[src/rtl/sdss_pkg.sv]
// sprite dma slot sequencer: shared types, constants and the fixed slot table
// no dependencies
`default_nettype none

package sdss_pkg;

  localparam int MAX_SPRITES = 8;

  localparam logic [5:0] PTR_END     = 6'd63;
  localparam logic [5:0] PTR_NOSTEAL = 6'd60;
  localparam logic [5:0] PTR_STEP    = 6'd3;
  localparam logic [6:0] SWAP_CYCLE  = 7'd56;

  // configuration register indexes
  typedef enum logic [1:0] {
    CFG_SPRITE_Y   = 2'd0,
    CFG_VISIBLE    = 2'd1,
    CFG_Y_EXPAND   = 2'd2,
    CFG_UNUSED     = 2'd3
  } cfg_reg_e;

  // slot roles of one cycle, one bit per sprite
  typedef struct packed {
    logic [MAX_SPRITES-1:0] trig;
    logic [MAX_SPRITES-1:0] ptr;
    logic [MAX_SPRITES-1:0] data;
    logic [MAX_SPRITES-1:0] chk;
  } slot_t;

  // roles of one sprite in the current cycle
  typedef struct packed {
    logic trig;
    logic ptr;
    logic data;
    logic chk;
  } role_t;

  // per-lane control from the top level
  typedef struct packed {
    logic       fire;
    logic       idle;
    logic [7:0] raster_row;
    logic [7:0] display_row;
  } lane_ctrl_t;

  // per-lane status back to the top level
  typedef struct packed {
    logic       active;
    logic       active_next;
    logic       bus;
    logic       fetch;
    logic [5:0] pointer;
  } lane_stat_t;

  function automatic slot_t slot_lookup(input logic [6:0] cycle);
    slot_t r;
    r = '0;
    case (cycle)
      7'd56: begin r.trig[0] = 1'b1; end
      7'd57: begin r.chk[0] = 1'b1; end
      7'd58: begin r.trig[1] = 1'b1; r.chk[0] = 1'b1; end
      7'd59: begin r.ptr[0] = 1'b1; r.chk[1] = 1'b1; end
      7'd60: begin r.trig[2] = 1'b1; r.data[0] = 1'b1; r.chk[1] = 1'b1; end
      7'd61: begin r.ptr[1] = 1'b1; r.chk[2] = 1'b1; end
      7'd62: begin r.trig[3] = 1'b1; r.data[1] = 1'b1; r.chk[2] = 1'b1; end
      7'd63: begin r.ptr[2] = 1'b1; r.chk[3] = 1'b1; end
      7'd64: begin r.trig[4] = 1'b1; r.data[2] = 1'b1; r.chk[3] = 1'b1; end
      7'd0:  begin r.ptr[3] = 1'b1; r.chk[4] = 1'b1; end
      7'd1:  begin r.trig[5] = 1'b1; r.data[3] = 1'b1; r.chk[4] = 1'b1; end
      7'd2:  begin r.ptr[4] = 1'b1; r.chk[5] = 1'b1; end
      7'd3:  begin r.trig[6] = 1'b1; r.data[4] = 1'b1; r.chk[5] = 1'b1; end
      7'd4:  begin r.ptr[5] = 1'b1; r.chk[6] = 1'b1; end
      7'd5:  begin r.trig[7] = 1'b1; r.data[5] = 1'b1; r.chk[6] = 1'b1; end
      7'd6:  begin r.ptr[6] = 1'b1; r.chk[7] = 1'b1; end
      7'd7:  begin r.data[6] = 1'b1; r.chk[7] = 1'b1; end
      7'd8:  begin r.ptr[7] = 1'b1; end
      7'd9:  begin r.data[7] = 1'b1; end
      default: begin r = '0; end
    endcase
    return r;
  endfunction

endpackage

`default_nettype wire

[src/rtl/sdss_sprite_lane.sv]
// one sprite's dma state: active flag, data pointer, expansion phase, step
// depends on sdss_pkg
`default_nettype none

module sdss_sprite_lane #(
  parameter int SPRITE_IDX = 0
) (
  input  wire                 clk_i,
  input  wire                 rst_ni,
  input  sdss_pkg::lane_ctrl_t ctrl_i,
  input  sdss_pkg::role_t      role_i,
  input  wire  [7:0]          y_pos_i,
  input  wire                 visible_i,
  input  wire                 expand_i,
  output sdss_pkg::lane_stat_t stat_o
);

  // sprites 4 to 7 compare against the previous line
  localparam logic [7:0] LINE_OFS = (SPRITE_IDX >= 4) ? 8'd1 : 8'd0;

  logic       active_q, active_d;
  logic [5:0] pointer_q, pointer_d;
  logic       phase_q, phase_d;
  logic       step_q, step_d;

  logic [7:0] trig_line;
  logic [5:0] ptr_adv;
  logic       phase_adv;
  logic       do_trig;

  assign trig_line = ctrl_i.raster_row - LINE_OFS;
  assign ptr_adv   = pointer_q + (step_q ? sdss_pkg::PTR_STEP : 6'd0);
  assign phase_adv = expand_i ? ~phase_q : phase_q;
  assign do_trig   = ctrl_i.fire && role_i.trig && !ctrl_i.idle;

  always_comb begin
    active_d  = active_q;
    pointer_d = pointer_q;
    phase_d   = phase_q;
    step_d    = step_q;
    if (do_trig) begin
      if (visible_i && (y_pos_i == trig_line) && !active_q) begin
        active_d  = 1'b1;
        pointer_d = '0;
        phase_d   = ~expand_i;
        step_d    = ~expand_i;
      end else if (active_q) begin
        pointer_d = ptr_adv;
        phase_d   = phase_adv;
        step_d    = phase_adv;
        if (ptr_adv == sdss_pkg::PTR_END) begin
          active_d = 1'b0;
          // retrigger on the displayed line
          if (visible_i && (y_pos_i == ctrl_i.display_row)) begin
            active_d  = 1'b1;
            pointer_d = '0;
            phase_d   = ~expand_i;
            step_d    = ~expand_i;
          end
        end
      end
    end
  end

  always_ff @(posedge clk_i or negedge rst_ni) begin
    if (!rst_ni) begin
      active_q  <= 1'b0;
      pointer_q <= '0;
      phase_q   <= 1'b0;
      step_q    <= 1'b0;
    end else if (ctrl_i.fire) begin
      active_q  <= active_d;
      pointer_q <= pointer_d;
      phase_q   <= phase_d;
      step_q    <= step_d;
    end
  end

  always_comb begin
    stat_o.active      = active_q;
    stat_o.active_next = active_d;
    stat_o.pointer     = pointer_q;
    stat_o.fetch       = role_i.ptr && active_q;
    stat_o.bus         = (role_i.chk && active_q)
                       || (role_i.ptr && active_q)
                       || (role_i.data && active_q && (pointer_q != sdss_pkg::PTR_NOSTEAL))
                       || (do_trig && active_d);
  end

endmodule

`default_nettype wire

[src/rtl/sprite_dma_slot_sequencer_top.sv]
// sprite dma slot sequencer top level: input register, sprite lanes, result register
// depends on sdss_pkg and sdss_sprite_lane
//
// One video bus cycle is taken per clock while the input side is not stalled: the transaction
// lands in an input register, the slot table and the sprite lanes work on it in one
// combinational pass that also updates the sprite dma state, and the answer is held in a
// result register. The input side stalls only while the result register is full and not
// taken. Configuration writes are always accepted and must be made while no transaction is
// in flight. SPRITE_COUNT sets how many sprite lanes are built.
`default_nettype none

module sprite_dma_slot_sequencer_top #(
  parameter int SPRITE_COUNT = 8
) (
  input  wire         clk_i,
  input  wire         rst_ni,
  // tdata: cycle[6:0], fetched raster row[15:7], displayed row[24:16], zero fill
  input  wire         s_axis_tvalid,
  output logic        s_axis_tready,
  input  wire  [31:0] s_axis_tdata,
  // tdata: bus_request[0], fetch_valid[1], fetch_sprite[4:2], fetch_offset[10:5],
  //        swap_buffers[11], dma_mask_out[19:12], zero fill
  output logic        m_axis_tvalid,
  input  wire         m_axis_tready,
  output logic [23:0] m_axis_tdata,
  input  wire         cfg_valid_i,
  output logic        cfg_ready_o,
  input  wire  [1:0]  cfg_index_i,
  input  wire  [63:0] cfg_data_i
);

  localparam int NS = sdss_pkg::MAX_SPRITES;

  logic [63:0] y_pos_q;
  logic [7:0]  visible_q;
  logic [7:0]  expand_q;

  logic        in_valid_q;
  logic [6:0]  cycle_q;
  logic [7:0]  raster_q;
  logic [7:0]  current_q;

  logic        out_valid_q;
  logic [23:0] out_data_q, out_data_d;

  logic        advance, fire;
  sdss_pkg::slot_t      slot;
  sdss_pkg::lane_ctrl_t ctrl;
  sdss_pkg::lane_stat_t stat [NS];
  logic [NS-1:0] active_mask, active_next_mask;

  assign cfg_ready_o = 1'b1;

  always_ff @(posedge clk_i or negedge rst_ni) begin
    if (!rst_ni) begin
      y_pos_q   <= '0;
      visible_q <= '0;
      expand_q  <= '0;
    end else if (cfg_valid_i) begin
      case (sdss_pkg::cfg_reg_e'(cfg_index_i))
        sdss_pkg::CFG_SPRITE_Y: y_pos_q   <= cfg_data_i;
        sdss_pkg::CFG_VISIBLE:  visible_q <= cfg_data_i[7:0];
        sdss_pkg::CFG_Y_EXPAND: expand_q  <= cfg_data_i[7:0];
        default: ;
      endcase
    end
  end

  assign advance       = !out_valid_q || m_axis_tready;
  assign fire          = in_valid_q && advance;
  assign s_axis_tready = !in_valid_q || advance;

  always_ff @(posedge clk_i or negedge rst_ni) begin
    if (!rst_ni) begin
      in_valid_q <= 1'b0;
    end else if (s_axis_tready) begin
      in_valid_q <= s_axis_tvalid;
    end
  end

  always_ff @(posedge clk_i) begin
    if (s_axis_tready && s_axis_tvalid) begin
      cycle_q   <= s_axis_tdata[6:0];
      raster_q  <= s_axis_tdata[14:7];
      current_q <= s_axis_tdata[23:16];
    end
  end

  assign slot = sdss_pkg::slot_lookup(cycle_q);

  always_comb begin
    for (int s = 0; s < NS; s++) begin
      active_mask[s]      = stat[s].active;
      active_next_mask[s] = stat[s].active_next;
    end
  end

  // line dma mask tracks the active mask left by the previous cycle
  always_comb begin
    ctrl.fire        = fire;
    ctrl.idle        = (visible_q == '0) && (active_mask == '0);
    ctrl.raster_row  = raster_q;
    ctrl.display_row = current_q;
  end

  for (genvar s = 0; s < NS; s++) begin : g_lane
    if (s < SPRITE_COUNT) begin : g_present
      sdss_pkg::role_t role;
      assign role = '{trig: slot.trig[s], ptr: slot.ptr[s],
                      data: slot.data[s], chk: slot.chk[s]};
      sdss_sprite_lane #(
        .SPRITE_IDX(s)
      ) u_lane (
        .clk_i     (clk_i),
        .rst_ni    (rst_ni),
        .ctrl_i    (ctrl),
        .role_i    (role),
        .y_pos_i   (y_pos_q[8*s +: 8]),
        .visible_i (visible_q[s]),
        .expand_i  (expand_q[s]),
        .stat_o    (stat[s])
      );
    end else begin : g_absent
      assign stat[s] = '0;
    end
  end

  always_comb begin
    logic       bus;
    logic       fv;
    logic [2:0] fs;
    logic [5:0] fo;
    bus = 1'b0;
    fv  = 1'b0;
    fs  = '0;
    fo  = '0;
    // at most one pointer slot per cycle, so the or gives the fetching sprite
    for (int s = 0; s < NS; s++) begin
      bus = bus | stat[s].bus;
      fv  = fv | stat[s].fetch;
      if (stat[s].fetch) begin
        fs = fs | 3'(s);
        fo = fo | stat[s].pointer;
      end
    end
    out_data_d = {4'd0, active_next_mask, (cycle_q == sdss_pkg::SWAP_CYCLE),
                  fo, fs, fv, bus};
  end

  always_ff @(posedge clk_i or negedge rst_ni) begin
    if (!rst_ni) begin
      out_valid_q <= 1'b0;
    end else if (advance) begin
      out_valid_q <= in_valid_q;
    end
  end

  always_ff @(posedge clk_i) begin
    if (fire) begin
      out_data_q <= out_data_d;
    end
  end

  assign m_axis_tvalid = out_valid_q;
  assign m_axis_tdata  = out_data_q;

endmodule

`default_nettype wire

[config.mk]
export PLATFORM = sky130hd
export DESIGN_NAME = sprite_dma_slot_sequencer_top
export DESIGN_NICKNAME = d
export VERILOG_FILES = /design/src/rtl/sdss_pkg.sv /design/src/rtl/sdss_sprite_lane.sv /design/src/rtl/sprite_dma_slot_sequencer_top.sv
export SDC_FILE = /design/constraint.sdc
export NUM_CORES = 1
export LEC_CHECK = 0
export BUFFER_PORTS_ARGS = -buffer_cell sky130_fd_sc_hd__buf_2
export CAP_MARGIN = 20
export CORE_MARGIN = 2
export CORE_UTILIZATION = 60
export DETAILED_ROUTE_END_ITERATION = 10
export PLACE_DENSITY_LB_ADDON = 0.15
export SLEW_MARGIN = 20
export SYNTH_ARGS = -nofsm -noshare
export SYNTH_HDL_FRONTEND = slang
export SYNTH_SLANG_ARGS = --single-unit
[constraint.sdc]
create_clock -name clk_i -period 9.05 [get_ports clk_i]
set_clock_uncertainty 0.15 [all_clocks]
set_input_delay 1.81 -clock clk_i [delete_from_list [all_inputs] [get_ports clk_i]]
set_output_delay 1.81 -clock clk_i [all_outputs]
set_load 0.02 [all_outputs]
==> flow_metrics.py <==
metrics = {
    "hold_path": {
        "hold_start": "in_valid_q$_DFFE_PN0N_",
        "hold_class": "reg -> reg",
    },
    "logic_synthesis": {
        "postSynthAreaPerCell_um2": 10.3,
        "synthDistinctLibCells": 76,
        "synth_area_um2": 11200,
        "synthArstFlopShare_pct": 77.2,
        "netlist_instances": 1083,
        "ys_warn_count": 0,
        "ys_seq_area_share_pct": 44.2,
        "synth_seq_cells": 189,
        "ys.flop_type": "dfrtp_1",
        "synth_edf_count": 43,
    },
    "detailed_routing": {
        "vias": 8825,
        "ant_nets": 0,
        "wirelength_um": 27900,
        "wl_per_cell_um": 19.8,
        "firstDrtPassIters": 5,
        "viasPerCell": 6.26,
        "dr.first_iter.drc_count": 699,
        "drc": 0,
    },
    "layout": {
        "drive_above_1_share_pct": 21.1,
        "antenna_cells": 0,
        "fin_cells": 1409,
        "final_common_cell": "dfrtp_1",
        "utilization_pct": 68.7,
        "final_cell_mix": "146 x dfrtp_1, 114 x buf_2, 113 x xnor2_1",
        "multiInputGateArea_um2": 5900,
        "area_growth_pct": 11.3,
        "nets": 1295,
        "n_fill_cell": 1422,
        "seq_area_um2": 4940,
    },
    "floorplanning": {
        "fp.coreArea_um2": 18100,
        "fp-row-count": 49,
        "die_y_um": 141,
        "ios": 130,
        "die_area_um2": 19800,
        "die_x_um": 141,
        "start_util_pct": 61.7,
    },
    "timing": {
        "finalCritPeriodShare_pct": 46.8,
        "worst_pin_slew_ps": 949,
        "clock.fmax_mhz": 236,
        "finalSetupTns_ps": 0,
        "setup_violations": 0,
        "max-slew-margin-rel_pct": 36.8,
        "fin_crit_ps": 4230,
        "hold_slack_ps": 340,
        "finalHoldViolCount": 0,
        "drv_slew": 0,
        "rsz0062_at_grt": "no",
    },
    "grt": {
        "grt_usage_pct": 29.2,
        "grt_max_degree": 75,
        "antenna_found_initial": 0,
        "grt_pass1_vias": 8542,
        "grt_overflow": 0,
        "grt_pass1_wl_um": 45100,
    },
    "power_and_ir_drop": {
        "total_power_w": 0.00215,
        "p_per_area_nw_per_um2": 173,
        "vdd_drop_max_mv": 0.143,
        "leakage_nw": 5.05,
    },
    "clocking": {
        "cts.path.max_buffers": 2,
        "numClockSinks": 189,
        "cts-root-buf": "clkbuf_16",
        "cts_made_buffers": 17,
        "clk_pin_slew_ps": 70,
        "postCtsSetupBuffers": 0,
        "cts_hold_buf": 0,
        "cts_tree": "done",
        "cts_resized": 0,
        "clkLatencyLatePin_ps": 450,
        "ctsHtreeMaxLevel": 4,
    },
    "place": {
        "port_buffers": 115,
        "place_hpwl_um": 20700,
        "place.gp.congestion": 0.943,
        "dp.cells": 1377,
    },
    "worst_setup_path": {
        "cp_max_fo": 19,
        "end_kind": "flip-flop",
        "cp-start-kind": "input port",
        "startpoint": "m_axis_tready",
        "reg2reg_from": "raster_q[0]$_DFFE_PP_",
        "worstPathRequired_ps": 9090,
        "crit_type": "in -> reg",
        "r2r_setup_slack_ps": 5230,
        "cp.arrival_ps": 4280,
    },
    "run_status": {
        "outcome": "finished clean",
    },
    "job": {
        "max_cap_violations": 0,
    },
}
[cells in the mapped netlist (all sizes together), types with 6 or more instances]
master	n	area (µm²)
a21o	6	45.0
a21oi	18	90.1
a222oi	8	80.1
a22o	12	105
a22oi	11	82.6
a31oi	16	115
and2	7	43.8
and3	10	62.6
buf	19	108
clkbuf	39	146
dfrtp	146	3650
edfxtp	43	1290
fa	8	160
ha	17	213
inv	31	116
mux2	80	901
nand2	83	312
nand2b	14	87.6
nand3	52	260
nand4	37	231
nor2	41	154
nor2b	6	37.5
nor3	30	150
nor4	18	155
o21ai	79	407
o22ai	7	43.8
o31ai	9	67.6
or3	9	61.3
or4	7	60.1
xnor2	113	990
xor2	29	262
[critical path, cell delays in order]
cell	delay, ps
buf_2	100
nand2b_1	140
nand2_1	260
inv_1	160
buf_4	260
and4b_1	320
o21ai_2	190
a31oi_1	140
a2111oi_2	360
o2111ai_1	150
or3_1	370
[cell type report]
cell class                 instances  share of cell area [%]
tap                              229                    2.30
timing repair buffer             120                    4.97
sequential                       189                    39.7
clock inverter                    15                    1.36
multi-input combinational        808                    47.3
clock buffer                      17                    3.41
inverter                          31                   0.934
[final timing paths]
kind,endpoint,cells after the start
max,m_axis_tdata[0]$_DFFE_PP_,11
min,m_axis_tvalid$_DFFE_PN0P_,1
max reg2reg,m_axis_tdata[0]$_DFFE_PP_,10
min reg2reg,m_axis_tvalid$_DFFE_PN0P_,1
max in group asynchronous,y_pos_q[7]$_DFFE_PN0P_,2
min in group asynchronous,g_lane[6].g_present.u_lane.pointer_q[0]$_DFFE_PN0P_,1
[registers in the layout, summed over array words and instances, names as in the netlist]
| register | flops |
|---|---|
| y_pos_q | 64 |
| g_lane.g_present.u_lane.pointer_q | 48 |
| m_axis_tdata | 20 |
| current_q | 8 |
| expand_q | 8 |
| g_lane.g_present.u_lane.active_q | 8 |
| raster_q | 8 |
| visible_q | 8 |
| cycle_q | 7 |
| g_lane.g_present.u_lane.phase_q | 6 |
| g_lane.g_present.u_lane.step_q | 2 |
| in_valid_q | 1 |
| m_axis_tvalid | 1 |
[cells by family (layout without fill, tap and decap cells)]
logic type,Yosys count,after routing,share of synthesized area [%]
buf+inv,89,183,3.31
fa+ha+maj,25,25,3.33
flops,189,189,44.2
compound gates,213,213,13.1
simple gates,337,337,16.2
mux,85,85,8.50
xor+xnor,143,143,11.4
other cells,2,5,0.0671
[routing by layer]
metal | track usage, % | vias up | wire [µm]
li1 | - | 4162 | -
met1 | 39.3 | 4260 | 11800
met2 | 46.7 | 336 | 13300
met3 | 6.11 | 67 | 1950
met4 | 12.1 | 0 | 903
met5 | 0 | - | 0
[through the flow]
stage | area, µm² | setup slack [ps]
floorplan | 11200 | 4840
global placement | 11900 | 4400
detailed placement | 11900 | 4340
CTS | 12500 | 4810
global route | 12500 | 4640
finish | 12500 | 4820
[power breakdown]
part | leakage (nW) | switching [W] | internal (W) | total, W
sequential | 2.25 | 0.000121 | 0.000954 | 0.00107
clock | 0.284 | 0.000378 | 0.000373 | 0.000751
combinational | 2.52 | 0.000142 | 0.000183 | 0.000325
total | 5.05 | 0.000641 | 0.00151 | 0.00215
Power figures use the tool's default switching activity.
